===== config.mk =====
export PLATFORM = sky130hd
export DESIGN_NAME = distance_vector_route_table_core
export DESIGN_NICKNAME = d
export VERILOG_FILES = /design/src/rtl/dvrt_pkg.sv /design/src/rtl/dvrt_slot_mem.sv /design/src/rtl/dvrt_cfg_regs.sv /design/src/rtl/distance_vector_route_table_core.sv
export SDC_FILE = /design/constraint.sdc
export NUM_CORES = 2
export LEC_CHECK = 0
export ABC_CLOCK_PERIOD_IN_PS = 8770
export BUFFER_PORTS_ARGS = -buffer_cell sky130_fd_sc_hd__buf_2
export CAP_MARGIN = 20
export CORE_ASPECT_RATIO = 0.9
export CORE_MARGIN = 4
export CORE_UTILIZATION = 50
export DETAILED_ROUTE_END_ITERATION = 8
export PLACE_DENSITY = 0.68
export RECOVER_POWER = 25
export SETUP_SLACK_MARGIN = 0.05
export SLEW_MARGIN = 20
export SYNTH_ARGS = -nofsm -noshare
export SYNTH_HDL_FRONTEND = slang
export SYNTH_SLANG_ARGS = --single-unit

===== constraint.sdc =====
create_clock -name clk -period 8.77 [get_ports clk]
set_input_delay 1.754 -clock clk [delete_from_list [all_inputs] [get_ports clk]]
set_output_delay 1.754 -clock clk [all_outputs]
set_load 0.005 [all_outputs]

===== src/rtl/dvrt_pkg.sv =====
// ---------------------------------------------------------------------------
// Distance-vector route table package
// Shared types, codes and constants for the route table core.
// ---------------------------------------------------------------------------
package dvrt_pkg;

  localparam int TABLE_ENTRIES_DEF = 32;
  localparam int NUM_PORTS_DEF     = 4;
  localparam int CFG_PORTS         = 4;
  localparam int CFG_AW            = 5;
  localparam logic [4:0] INF_COST  = 5'd16;

  // register index of the first interface address register
  localparam logic [2:0] REG_IFACE0 = 3'd4;

  typedef enum logic [1:0] {
    OP_UPDATE = 2'd0,
    OP_QUERY  = 2'd1,
    OP_DUMP   = 2'd2,
    OP_LOCAL  = 2'd3
  } op_t;

  typedef enum logic [2:0] {
    ST_APPLIED  = 3'd0,
    ST_IGNORED  = 3'd1,
    ST_ERASED   = 3'd2,
    ST_NOTFOUND = 3'd3,
    ST_FULL     = 3'd4,
    ST_ROUTE    = 3'd5,
    ST_EMPTY    = 3'd6
  } status_t;

  typedef enum logic [2:0] {
    S_IDLE,
    S_SCAN,
    S_FLUSH,
    S_ACT,
    S_DUMP_RD,
    S_DUMP_OUT
  } state_t;

  typedef struct packed {
    logic [31:0] dest;
    logic [3:0]  cost;
    logic [1:0]  port;
  } slot_t;

  typedef struct packed {
    logic [CFG_PORTS-1:0][3:0]  link_cost;
    logic [CFG_PORTS-1:0][31:0] iface_addr;
  } cfg_t;

endpackage


===== src/rtl/dvrt_slot_mem.sv =====
// ---------------------------------------------------------------------------
// Route slot memory
// Single-port synchronous RAM holding destination, cost and port per slot.
// ---------------------------------------------------------------------------
module dvrt_slot_mem #(
  parameter int DEPTH = 32,
  parameter int AW    = 5
) (
  input  logic            clk,
  input  logic            en,
  input  logic            we,
  input  logic [AW-1:0]   addr,
  input  dvrt_pkg::slot_t wdata,
  output dvrt_pkg::slot_t rdata
);
  import dvrt_pkg::*;

  slot_t mem [DEPTH];
  slot_t rdata_r;

  // read data holds until the next read
  always_ff @(posedge clk) begin
    if (en) begin
      if (we) begin
        mem[addr] <= wdata;
      end else begin
        rdata_r <= mem[addr];
      end
    end
  end

  assign rdata = rdata_r;

endmodule


===== src/rtl/dvrt_cfg_regs.sv =====
// ---------------------------------------------------------------------------
// Configuration registers
// APB-style register file for link costs and interface addresses.
// ---------------------------------------------------------------------------
module dvrt_cfg_regs (
  input  logic                        clk,
  input  logic                        rst_n,
  input  logic                        cfg_psel,
  input  logic                        cfg_penable,
  input  logic                        cfg_pwrite,
  input  logic [dvrt_pkg::CFG_AW-1:0] cfg_paddr,
  input  logic [31:0]                 cfg_pwdata,
  output logic [31:0]                 cfg_prdata,
  output logic                        cfg_pready,
  output dvrt_pkg::cfg_t              cfg
);
  import dvrt_pkg::*;

  cfg_t       cfg_r;
  cfg_t       cfg_nxt;
  logic [2:0] reg_idx;
  logic       wr_en;

  assign reg_idx     = cfg_paddr[CFG_AW-1:2];
  assign cfg_pready  = 1'b1;
  assign wr_en       = cfg_psel && cfg_penable && cfg_pwrite && cfg_pready;

  always_comb begin
    cfg_nxt = cfg_r;
    if (wr_en) begin
      if (reg_idx < REG_IFACE0) begin
        cfg_nxt.link_cost[reg_idx[1:0]] = cfg_pwdata[3:0];
      end else begin
        cfg_nxt.iface_addr[reg_idx[1:0]] = cfg_pwdata;
      end
    end
  end

  always_comb begin
    if (reg_idx < REG_IFACE0) begin
      cfg_prdata = {28'd0, cfg_r.link_cost[reg_idx[1:0]]};
    end else begin
      cfg_prdata = cfg_r.iface_addr[reg_idx[1:0]];
    end
  end

  always_ff @(posedge clk) begin
    if (!rst_n) begin
      for (int p = 0; p < CFG_PORTS; p++) begin
        cfg_r.link_cost[p]  <= 4'd1;
        cfg_r.iface_addr[p] <= 32'd0;
      end
    end else begin
      cfg_r <= cfg_nxt;
    end
  end

  assign cfg = cfg_r;

endmodule


===== src/rtl/distance_vector_route_table_core.sv =====
// ---------------------------------------------------------------------------
// Distance-vector route table core
// Host route table kept by the distance-vector rule, one request at a time.
// ---------------------------------------------------------------------------
// Usage:
//   in_*  : request stream. in_tuser carries the operation (update, query,
//           dump, add local); in_tdata the destination, advertised metric,
//           receive port and sender address.
//   out_* : result stream. in_tdata-style packing of status, route address,
//           cost and port; out_tlast marks the final result of a request.
//   cfg_* : APB-style port, link cost per port at 0x00..0x0C and own
//           interface address per port at 0x10..0x1C. Write only when idle.
// Sequence:
//   Update, query and add local read every slot once, since the slot
//   memory has one port; a flush state then drains the read pipeline
//   and the act state writes back and presents the result, waiting
//   while the output register is still held. Dump skips empty slots
//   and reads and emits each valid slot over the same single port.
// Reset clears the valid mark of every slot at once; no clearing pass.
// A stalled receiver holds the output register; the next request is still
// taken while a result waits, and the core pauses only when it must emit.
// ---------------------------------------------------------------------------
module distance_vector_route_table_core #(
  parameter int TABLE_ENTRIES = dvrt_pkg::TABLE_ENTRIES_DEF,
  parameter int NUM_PORTS     = dvrt_pkg::NUM_PORTS_DEF
) (
  input  logic                        clk,
  input  logic                        rst_n,
  // request channel
  input  logic                        in_tvalid,
  output logic                        in_tready,
  // [31:0] dest_addr, [63:32] adv_metric, [65:64] rx_port,
  // [97:66] sender_addr, [103:98] zero
  input  logic [103:0]                in_tdata,
  // [1:0] operation
  input  logic [1:0]                  in_tuser,
  // result channel
  output logic                        out_tvalid,
  input  logic                        out_tready,
  // [2:0] status, [34:3] route_addr, [39:35] route_cost,
  // [41:40] route_port, [47:42] zero
  output logic [47:0]                 out_tdata,
  output logic                        out_tlast,
  // configuration port
  input  logic                        cfg_psel,
  input  logic                        cfg_penable,
  input  logic                        cfg_pwrite,
  input  logic [dvrt_pkg::CFG_AW-1:0] cfg_paddr,
  input  logic [31:0]                 cfg_pwdata,
  output logic [31:0]                 cfg_prdata,
  output logic                        cfg_pready
);
  import dvrt_pkg::*;

  localparam int AW = (TABLE_ENTRIES > 1) ? $clog2(TABLE_ENTRIES) : 1;
  localparam logic [AW-1:0] LAST_IDX = AW'(TABLE_ENTRIES - 1);

  cfg_t cfg;

  dvrt_cfg_regs u_cfg (
    .clk        (clk),
    .rst_n      (rst_n),
    .cfg_psel   (cfg_psel),
    .cfg_penable(cfg_penable),
    .cfg_pwrite (cfg_pwrite),
    .cfg_paddr  (cfg_paddr),
    .cfg_pwdata (cfg_pwdata),
    .cfg_prdata (cfg_prdata),
    .cfg_pready (cfg_pready),
    .cfg        (cfg)
  );

  // slot memory port
  logic          mem_en;
  logic          mem_we;
  logic [AW-1:0] mem_addr;
  slot_t         mem_wdata;
  slot_t         mem_rdata;

  dvrt_slot_mem #(
    .DEPTH(TABLE_ENTRIES),
    .AW   (AW)
  ) u_mem (
    .clk  (clk),
    .en   (mem_en),
    .we   (mem_we),
    .addr (mem_addr),
    .wdata(mem_wdata),
    .rdata(mem_rdata)
  );

  // control and scan state
  state_t                   state_r, state_nxt;
  logic [AW-1:0]            idx_r, idx_nxt;
  logic                     cmp_vld_r, cmp_vld_nxt;
  logic [AW-1:0]            cmp_idx_r, cmp_idx_nxt;
  logic                     hit_r, hit_nxt;
  logic [AW-1:0]            hit_idx_r, hit_idx_nxt;
  slot_t                    hit_slot_r, hit_slot_nxt;
  logic                     free_r, free_nxt;
  logic [AW-1:0]            free_idx_r, free_idx_nxt;
  logic [TABLE_ENTRIES-1:0] valid_r, valid_nxt;

  // held request
  op_t         op_r, op_nxt;
  logic [31:0] dest_r, dest_nxt;
  logic [31:0] adv_r, adv_nxt;
  logic [1:0]  port_r, port_nxt;
  logic [31:0] sender_r, sender_nxt;

  // output register
  logic        out_valid_r, out_valid_nxt;
  status_t     out_status_r, out_status_nxt;
  logic [31:0] out_addr_r, out_addr_nxt;
  logic [4:0]  out_cost_r, out_cost_nxt;
  logic [1:0]  out_port_r, out_port_nxt;
  logic        out_last_r, out_last_nxt;

  logic out_free;
  assign out_free = !out_valid_r || out_tready;

  // request decision, evaluated in the act cycle from held fields
  logic          sender_own;
  logic          port_bad;
  logic          dest_own;
  logic [4:0]    sum5;
  logic [4:0]    metric;
  status_t       res_status;
  logic [31:0]   res_addr;
  logic [4:0]    res_cost;
  logic [1:0]    res_port;
  logic          wr_en;
  logic [AW-1:0] wr_idx;
  logic [3:0]    wr_cost;
  logic          clr_en;

  always_comb begin
    sender_own = 1'b0;
    for (int p = 0; p < CFG_PORTS; p++) begin
      if (p < NUM_PORTS && cfg.iface_addr[p] == sender_r) begin
        sender_own = 1'b1;
      end
    end
    port_bad = (int'(port_r) >= NUM_PORTS);
    dest_own = (dest_r == cfg.iface_addr[port_r]);
    sum5     = {1'b0, adv_r[3:0]} + {1'b0, cfg.link_cost[port_r]};
    // saturate at infinity
    metric   = (|adv_r[31:4] || sum5 > INF_COST) ? INF_COST : sum5;

    res_status = ST_IGNORED;
    res_addr   = dest_r;
    res_cost   = 5'd0;
    res_port   = port_r;
    wr_en      = 1'b0;
    wr_idx     = hit_r ? hit_idx_r : free_idx_r;
    wr_cost    = 4'd0;
    clr_en     = 1'b0;

    unique case (op_r)
      OP_UPDATE: begin
        if (sender_own || port_bad || dest_own) begin
          res_status = ST_IGNORED;
        end else begin
          res_cost = metric;
          wr_cost  = metric[3:0];
          if (metric == INF_COST) begin
            if (hit_r && hit_slot_r.port == port_r) begin
              clr_en     = 1'b1;
              res_status = ST_ERASED;
            end
          end else if (!hit_r) begin
            if (free_r) begin
              wr_en      = 1'b1;
              res_status = ST_APPLIED;
            end else begin
              res_status = ST_FULL;
            end
          end else if (hit_slot_r.port == port_r || metric[3:0] < hit_slot_r.cost) begin
            wr_en      = 1'b1;
            res_status = ST_APPLIED;
          end
        end
      end
      OP_QUERY: begin
        if (hit_r) begin
          res_status = ST_ROUTE;
          res_addr   = hit_slot_r.dest;
          res_cost   = {1'b0, hit_slot_r.cost};
          res_port   = hit_slot_r.port;
        end else begin
          res_status = ST_NOTFOUND;
          res_cost   = INF_COST;
          res_port   = 2'd0;
        end
      end
      OP_DUMP: begin
        // only reached here with an empty table
        res_status = ST_EMPTY;
        res_addr   = 32'd0;
        res_port   = 2'd0;
      end
      OP_LOCAL: begin
        if (port_bad) begin
          res_status = ST_IGNORED;
        end else if (hit_r || free_r) begin
          wr_en      = 1'b1;
          res_status = ST_APPLIED;
        end else begin
          res_status = ST_FULL;
        end
      end
      default: begin
        res_status = ST_IGNORED;
      end
    endcase
  end

  // next state and datapath control
  always_comb begin
    state_nxt      = state_r;
    idx_nxt        = idx_r;
    cmp_vld_nxt    = 1'b0;
    cmp_idx_nxt    = cmp_idx_r;
    hit_nxt        = hit_r;
    hit_idx_nxt    = hit_idx_r;
    hit_slot_nxt   = hit_slot_r;
    free_nxt       = free_r;
    free_idx_nxt   = free_idx_r;
    valid_nxt      = valid_r;
    op_nxt         = op_r;
    dest_nxt       = dest_r;
    adv_nxt        = adv_r;
    port_nxt       = port_r;
    sender_nxt     = sender_r;
    out_valid_nxt  = out_valid_r && !out_tready;
    out_status_nxt = out_status_r;
    out_addr_nxt   = out_addr_r;
    out_cost_nxt   = out_cost_r;
    out_port_nxt   = out_port_r;
    out_last_nxt   = out_last_r;
    mem_en         = 1'b0;
    mem_we         = 1'b0;
    mem_addr       = idx_r;
    mem_wdata      = '{dest: dest_r, cost: wr_cost, port: port_r};
    in_tready      = (state_r == S_IDLE);

    // compare the slot read in the previous cycle
    if (cmp_vld_r && valid_r[cmp_idx_r] && mem_rdata.dest == dest_r) begin
      hit_nxt      = 1'b1;
      hit_idx_nxt  = cmp_idx_r;
      hit_slot_nxt = mem_rdata;
    end

    unique case (state_r)
      S_IDLE: begin
        if (in_tvalid) begin
          op_nxt     = op_t'(in_tuser);
          dest_nxt   = in_tdata[31:0];
          adv_nxt    = in_tdata[63:32];
          port_nxt   = in_tdata[65:64];
          sender_nxt = in_tdata[97:66];
          idx_nxt    = '0;
          hit_nxt    = 1'b0;
          free_nxt   = 1'b0;
          if (op_t'(in_tuser) == OP_DUMP) begin
            state_nxt = (valid_r == '0) ? S_ACT : S_DUMP_RD;
          end else begin
            state_nxt = S_SCAN;
          end
        end
      end
      S_SCAN: begin
        mem_en      = 1'b1;
        cmp_vld_nxt = 1'b1;
        cmp_idx_nxt = idx_r;
        // remember the lowest free slot
        if (!valid_r[idx_r] && !free_r) begin
          free_nxt     = 1'b1;
          free_idx_nxt = idx_r;
        end
        if (idx_r == LAST_IDX) begin
          state_nxt = S_FLUSH;
        end else begin
          idx_nxt = idx_r + AW'(1);
        end
      end
      S_FLUSH: begin
        state_nxt = S_ACT;
      end
      S_ACT: begin
        if (out_free) begin
          out_valid_nxt  = 1'b1;
          out_status_nxt = res_status;
          out_addr_nxt   = res_addr;
          out_cost_nxt   = res_cost;
          out_port_nxt   = res_port;
          out_last_nxt   = 1'b1;
          if (wr_en) begin
            mem_en            = 1'b1;
            mem_we            = 1'b1;
            mem_addr          = wr_idx;
            valid_nxt[wr_idx] = 1'b1;
          end
          if (clr_en) begin
            valid_nxt[hit_idx_r] = 1'b0;
          end
          state_nxt = S_IDLE;
        end
      end
      S_DUMP_RD: begin
        // skip empty slots; a valid one always remains ahead
        if (valid_r[idx_r]) begin
          mem_en    = 1'b1;
          state_nxt = S_DUMP_OUT;
        end else begin
          idx_nxt = idx_r + AW'(1);
        end
      end
      S_DUMP_OUT: begin
        if (out_free) begin
          out_valid_nxt  = 1'b1;
          out_status_nxt = ST_ROUTE;
          out_addr_nxt   = mem_rdata.dest;
          out_cost_nxt   = {1'b0, mem_rdata.cost};
          out_port_nxt   = mem_rdata.port;
          out_last_nxt   = ((valid_r >> idx_r) == TABLE_ENTRIES'(1));
          if ((valid_r >> idx_r) == TABLE_ENTRIES'(1)) begin
            state_nxt = S_IDLE;
          end else begin
            idx_nxt   = idx_r + AW'(1);
            state_nxt = S_DUMP_RD;
          end
        end
      end
      default: begin
        state_nxt = S_IDLE;
      end
    endcase
  end

  // control registers
  always_ff @(posedge clk) begin
    if (!rst_n) begin
      state_r     <= S_IDLE;
      valid_r     <= '0;
      out_valid_r <= 1'b0;
      cmp_vld_r   <= 1'b0;
      hit_r       <= 1'b0;
      free_r      <= 1'b0;
      idx_r       <= '0;
    end else begin
      state_r     <= state_nxt;
      valid_r     <= valid_nxt;
      out_valid_r <= out_valid_nxt;
      cmp_vld_r   <= cmp_vld_nxt;
      hit_r       <= hit_nxt;
      free_r      <= free_nxt;
      idx_r       <= idx_nxt;
    end
  end

  // payload registers
  always_ff @(posedge clk) begin
    cmp_idx_r    <= cmp_idx_nxt;
    hit_idx_r    <= hit_idx_nxt;
    hit_slot_r   <= hit_slot_nxt;
    free_idx_r   <= free_idx_nxt;
    op_r         <= op_nxt;
    dest_r       <= dest_nxt;
    adv_r        <= adv_nxt;
    port_r       <= port_nxt;
    sender_r     <= sender_nxt;
    out_status_r <= out_status_nxt;
    out_addr_r   <= out_addr_nxt;
    out_cost_r   <= out_cost_nxt;
    out_port_r   <= out_port_nxt;
    out_last_r   <= out_last_nxt;
  end

  assign out_tvalid = out_valid_r;
  assign out_tdata  = {6'd0, out_port_r, out_cost_r, out_addr_r, out_status_r};
  assign out_tlast  = out_last_r;

endmodule

# --- Yosys cells after proc, flatten, opt, wreduce, memory -nomap -nowiden ---
# Memory sizes are Yosys's and may differ from the RTL's. A register that Yosys moved wholly into a read port is not among the register bits.
# Index checks and enable logic that the tools add are counted.
word_totals:
  n_memories: 1
  ramBits: 1216
  romBits: 0
  input_bits: 150
  ff_bits: 384
  latchBits: 0
  out_inout_bits: 84
classes:
  n_eq_ne: 28
  n_reduce_logical: 37
  bitwise_logic: 5
  shift: 1
  add_sub_neg: 2
  div_mod_pow: 0
  n_mux: 112
  multipliers: 0
  magnitude_cmp: 12
memory_table:
  columns: ["name", "depth", "width", "rd", "rd_ports_with_merged_regs", "wr", "line", "text"]
  rows:
  - ["u_mem.mem", 32, 38, 1, 1, 1, "dvrt_slot_mem.sv:18", "slot_t mem [DEPTH];"]
op_table:
  columns: ["operator", "count"]
  rows:
  - ["32-bit two-way mux", 11]
  - ["32-bit equality test", 6]
  - ["32-bit binary-select mux with 2-bit select", 2]
  - ["128-bit bitwise mux", 1]
  - ["32-bit one-hot mux with 2 select lines", 2]
  - ["5-bit two-way mux", 14]
  - ["32-bit demux with 2-bit select", 1]
  - ["3-bit two-way mux", 16]
  - ["1-bit two-way mux", 36]
  - ["32-bit bitwise AND", 1]
  - ["32-bit by 1-bit equality test with 1-bit output, second input constant", 1]
  - ["32-bit zero test", 1]
  - ["32-bit inverter", 1]
  - ["32-bit bitwise OR", 1]
  - ["32-bit by 5-bit right shift with 32-bit output", 1]
  - ["28-bit OR reduction", 1]
  - ["5-bit by 6-bit less-than comparator with 1-bit output, second input constant", 4]
  - ["4-bit two-way mux", 5]
  - ["5-bit one-hot mux with 2 select lines", 2]
  - ["5-bit one-hot mux with 4 select lines", 1]
  - ["2-bit != test, second input constant", 9]
  - ["3-bit one-hot mux with 6 select lines", 1]
  - ["4-bit binary-select mux with 2-bit select", 2]
  - ["16-bit bitwise mux", 1]
  - ["other kinds (37)", 76]

# --- Depth between registers and ports, before layout ---
logic_depth:
  word_depth: 19
  depth_mapped: 26
  depth_no_buf: 20

# --- Modules after synthesis ---
# Synthesis repeated with hierarchy kept, for this count alone.
hier_totals:
  cells_unflattened: 4288
  hier_area_um2: 67986.5
modules_own_cells:
  columns: ["mod", "cells_each", "n_inst", "area_per_inst_um2", "seq_area_each_um2"]
  rows:
  - ["dvrt_slot_mem", 2485, 1, 47335.4, 37656.1]
  - ["distance_vector_route_table_core", 1209, 1, 14194.9, 6766.5]
  - ["dvrt_cfg_regs", 594, 1, 6456.2, 2882.8]

# --- Worst setup path before layout ---
# No wires, ideal clock.
synth_path:
  path_kind: "register to register"
  start: "register port_r[0]"
  end: "register valid_r[28]"
  synth_period_minus_slack_ps: 7239
  t_arrival_ps: 7174
  setup_slack_ps: 1531
  path_stages_with_launch: 22
  path_cell_list: "edfxtp_1 buf_6 buf_4 mux4_2 ha_1 fa_1 xnor2_1 a41o_1 o21ai_0 nor2_1 ha_1 nor2b_1 o21a_1 o21a_1 o21bai_1 and2_1 nand3_1 buf_4 a211oi_1 nor2_1 nor2_1 o221a_2"
synth_between:
  elab_chain_len: 18
  elab_cells_between_ends: 29
  cone_classes: "add/sub (1); order compare (2); eq/ne (3); mux (18); bitwise (1); reduce/logical (4)"
synth_rtl:
  columns: ["item", "line", "text"]
  rows:
  - ["from (decl)", "distance_vector_route_table_core.sv:108", "logic [1:0] port_r, port_nxt;"]
  - ["from (signal assigned)", "distance_vector_route_table_core.sv:371", "port_r <= port_nxt;"]
  - ["4-bit binary-select mux with 2-bit select", "distance_vector_route_table_core.sv:146", "sum5 = {1'b0, adv_r[3:0]} + {1'b0, cfg.link_cost[port_r]};"]
  - ["4-bit two-way mux (not written as such)", "distance_vector_route_table_core.sv:146", null]
  - ["4-bit by 4-bit adder with 5-bit output", "distance_vector_route_table_core.sv:146", null]
  - ["5-bit greater-than comparator", "distance_vector_route_table_core.sv:148", "metric = (|adv_r[31:4] || sum5 > INF_COST) ? INF_COST : sum5;"]
  - ["1-bit logical OR", "distance_vector_route_table_core.sv:148", null]
  - ["5-bit two-way mux", "distance_vector_route_table_core.sv:148", null]
  - ["4-bit less-than comparator", "distance_vector_route_table_core.sv:178", "end else if (hit_slot_r.port == port_r || metric[3:0] < hit_slot_r.cost) begin"]
  - ["1-bit logical OR", "distance_vector_route_table_core.sv:178", null]
  - ["[... 2 more ...]", null, null]
  - ["1-bit two-way mux", "distance_vector_route_table_core.sv:166", "if (metric == INF_COST) begin"]
  - ["1-bit two-way mux", "distance_vector_route_table_core.sv:161", "if (sender_own || port_bad || dest_own) begin"]
  - ["1-bit one-hot mux with 2 select lines", "distance_vector_route_table_core.sv:159", "unique case (op_r)"]
  - ["32-bit two-way mux", "distance_vector_route_table_core.sv:298", "if (wr_en) begin"]
  - ["32-bit two-way mux", "distance_vector_route_table_core.sv:291", "if (out_free) begin"]
  - ["32-bit two-way mux", "distance_vector_route_table_core.sv:254", "unique case (state_r)"]
  - ["32-bit bitwise AND (no source line)", null, null]
  - ["32-bit two-way mux *", "distance_vector_route_table_core.sv:304", "if (clr_en) begin"]
  - ["to (signal assigned)", "distance_vector_route_table_core.sv:353", "valid_r <= valid_nxt;"]
  - ["to (decl)", "distance_vector_route_table_core.sv:102", "logic [TABLE_ENTRIES-1:0] valid_r, valid_nxt;"]
# Mark *: on every way between the ends. The rest lies on a longest branch, timed or not. The select of a mux whose other input is x is not followed.
# A chain may end at the register's enable or synchronous reset.

# --- Worst setup path in the final report ---
layout_path:
  start: "register port_r[0]"
  end: "register u_mem.rdata_r, in the netlist u_mem.rdata[12], data pin"
layout_between:
  elab_chain_len: 18
  elab_cells_between_ends: 28
  cone_classes: "add/sub (1); order compare (2); eq/ne (3); mux (17); bitwise (1); reduce/logical (4)"
layout_rtl:
  columns: ["item", "line", "text"]
  rows:
  - ["4-bit binary-select mux with 2-bit select", "distance_vector_route_table_core.sv:146", null]
  - ["4-bit two-way mux (not written as such)", "distance_vector_route_table_core.sv:146", null]
  - ["4-bit by 4-bit adder with 5-bit output", "distance_vector_route_table_core.sv:146", null]
  - ["5-bit greater-than comparator", "distance_vector_route_table_core.sv:148", null]
  - ["1-bit logical OR", "distance_vector_route_table_core.sv:148", null]
  - ["5-bit two-way mux", "distance_vector_route_table_core.sv:148", null]
  - ["4-bit less-than comparator", "distance_vector_route_table_core.sv:178", null]
  - ["1-bit logical OR", "distance_vector_route_table_core.sv:178", null]
  - ["1-bit two-way mux", "distance_vector_route_table_core.sv:178", null]
  - ["1-bit two-way mux", "distance_vector_route_table_core.sv:171", "end else if (!hit_r) begin"]
  - ["1-bit two-way mux", "distance_vector_route_table_core.sv:166", null]
  - ["1-bit two-way mux *", "distance_vector_route_table_core.sv:161", null]
  - ["1-bit one-hot mux with 2 select lines *", "distance_vector_route_table_core.sv:159", null]
  - ["branches (longest 5 deep; another with 1-bit one-hot mux with 3 select lines)", null, null]
  - ["to (signal assigned)", "dvrt_slot_mem.sv:27", "rdata_r <= mem[addr];"]
  - ["to (decl)", "dvrt_slot_mem.sv:19", "slot_t rdata_r;"]
# Every way passes the cells marked *. The select of a mux whose other input is x is not followed.

==> impl_metrics.toml <==
[outcome]
outcome = "finished, violations left"
violations = "max-capacitance violations, max-slew violations"

[clock_tree]
clockBufferDepth = 3
cts_tree = "yes"
cts-htree-levels = 4
hold_buffers = 0
worst_skew_pair.late_latency_ns = 0.80
postCtsSetupRepairBufs = 0
tritoncts.num_buffers = 161
clkTransAtPathRegs_ns = 0.06
cts_sinks = 1638
cts-root-buf = "clkbuf_16"
cts_resized = 0

[place]
hpwl_um = 123000
io_buffers = 218
routabilityCongestion = 0.964

[min_path]
hold_start = "cmp_idx_r[4]"
hold_depth = 0
hp-class = "register to register"

[timing]
slew_headroom_pct = -44.0
hold_violations = 0
finalSetupViolCount = 0
timing.fmax_mhz = 129
finalClockSkew_ns = 0.0429
fin_setup_tns_ns = 0
grt_setup_unrepaired = "no"
fin_crit_ns = 7.74
worst_slew_pin_slew_ns = 2.16
maxSlewViolCount = 929
timing.final.crit_share_pct = 88.2

[logic_synthesis]
synth_cells = 4538
syn_area_per_cell_um2 = 14.8
synth.most_common_cell = "edfxtp_1"
yosys_warnings = 0
ys_seq_area_share_pct = 70.6
synthFlopType = "edfxtp_1"
yosysTopAreaCellShare_pct = 65.0
synth.area.top_cells = "edfxtp_1, mux2i_1, dfxtp_1, nand2_1, mux4_2"
netlist_area_um2 = 67000
synth_common_cells = "edfxtp_1, nand2_1, mux2i_1"
synth_edf_count = 1450
yosys.area.top_type = "edfxtp_1"
ys_types = 73
ys_ff_latch = 1638
async_flop_share_pct = 0

[power]
p_leak_uw = 0.0262
power.density_nw_per_um2 = 225
vdd_drop_max_mv = 0.213

[setup_path]
startpoint_type = "register"
worstPathRequired_ns = 9.25
startpoint = "port_r[0]"
arrival_ns = 8.22
cp_max_fo = 31
end_kind = "register"
reg2reg_from = "port_r[0]"
path_class = "register to register"
worst_r2r_path_depth = 20

[route]
post_drt_via_cell_ratio = 6.29
first_pass_iters = 6
drc_errors = 0
avgRoutedWirePerCell_um = 29.9
route.vias.total = 42100
drtAntennaViolNets = 0
drt_iter0_drc = 5535
finalWirelength_um = 200000

[die]
initial_core_util_pct = 50.3
die_h_um = 355
die_width_um = 394
num_rows = 127
core_area_um2 = 133000
die_area_um2 = 140000
ios = 234

[global_route]
track_usage_pct = 27.9
grt_pass1_vias = 39600
grt_start_max_net_pins = 104
grt_first_pass_wirelength_um = 283000
overflow = 0
antenna_found_initial = 6

[run]
maxCapViolCount = 26

[finish]
synthToLayoutAreaGrowth_pct = 13.7
layout.nets = 4972
drive_gt1_share_pct = 15.9
finalCoreUtilization_pct = 57.2
[critical path, cell delays in order (launching register included)]
cell	delay, ns
edfxtp_1	0.69
mux4_2	0.58
ha_1	0.23
fa_1	0.43
xnor2_1	0.22
a41o_1	0.27
o21ai_0	0.54
nor2_1	0.09
ha_1	0.32
nor2b_1	0.14
o21a_1	0.17
o21a_1	0.16
o21bai_1	0.25
nand2_1	0.18
nor4_1	0.36
or3_4	0.62
buf_4	0.58
nor3_2	0.11
buf_4	0.34
a2111oi_0	0.94
nand3_1	0.14
[final cells by class]
| cell class | count | area, um2 |
|---|---|---|
| Clock inverter | 82 | 806 |
| Clock buffer | 215 | 4390 |
| Inverter | 27 | 106 |
| Fill cell | 10400 | 57000 |
| Antenna cell | 4 | 10.0 |
| Multi-Input combinational cell | 2612 | 18900 |
| Timing Repair Buffer | 368 | 2420 |
| Tap cell | 1741 | 2180 |
| Sequential cell | 1638 | 47300 |
[state kept, by name, summed over array words and instances (netlist names), 32 cells and up]
register     count
dest_r          32
valid_r         32
u_mem.mem     1216
hit_slot_r      38
adv_r           32
sender_r        32
u_mem.rdata     38
out_addr_r      32
u_cfg.cfg      144
[final timing paths]
path,slack (ns),to
worst max-delay path,1.03,u_mem.rdata[12]
worst min register to register,0.47,hit_idx_r[4]
worst min-delay path,0.47,hit_idx_r[4]
worst max register to register,1.03,u_mem.rdata[12]
[placed cells by master (no fill, tap or decap), drive strengths merged, types with 8 or more instances in the layout]
cell type	count
a21oi	262
nand2	576
bufinv	10
o22ai	207
o21ai	29
clkinv	62
nand2b	10
nor2b	12
and2	38
mux2	15
nand3	125
o2bb2ai	30
o221a	27
mux2i	471
nor4	99
nor2	155
ha	13
a22oi	32
a32oi	30
o32ai	8
edfxtp	1450
xnor2	68
xor2	130
buf	341
nand4	32
clkbuf	242
inv	35
a211oi	13
dfxtp	188
mux4	91
nor3	27
a2111oi	33
[per-stage QoR]
stage / worst slack (ns) / hold WS (ns) / power (uW) / area (um2) / cells
3_5_place_dp: 1.10 / 0.457 / 10400 / 71000 / 6384
2_1_floorplan: 1.53 / 0.424 / 9890 / 67000 / 4543
6_report: 1.03 / 0.474 / 17100 / 76100 / 6687
3_3_place_gp: 1.18 / 0.459 / 10400 / 70900 / 6383
5_1_grt: 0.607 / 0.487 / 17600 / 76100 / 6686
4_1_cts: 1.05 / 0.475 / 17200 / 76200 / 6681
[cells by family (layout without fill, tap and decap cells)]
kind of cell | count (synthesis) | in the layout | share of synthesized area (%)
simple gates | 1108 | 1108 | 7.43
mux | 577 | 577 | 10.4
fa+ha+maj | 14 | 14 | 0.273
buf+inv | 293 | 692 | 1.86
flops | 1638 | 1638 | 70.6
other cells | 2 | 11 | 0.0112
compound gates | 708 | 708 | 6.86
xor+xnor | 198 | 198 | 2.59
[where the power goes]
part	internal, uW	switching, uW	total [uW]
combinational	488	989	1480
sequential	8700	134	8830
clock	3850	2980	6830
total	13000	4110	17100
[per-layer routing]
layer  GRT usage (%)  vias to the layer above  wire length [um]  share of wire, %
met5               0                        -                11            0.0055
met2            42.9                     2423             91000                46
met4            11.1                        2              8370               4.2
met3            6.95                      415             22300                11
li1                -                    18000                 -                 -
met1            38.4                    21200             78000                39
(Power assumes the default switching activity.)
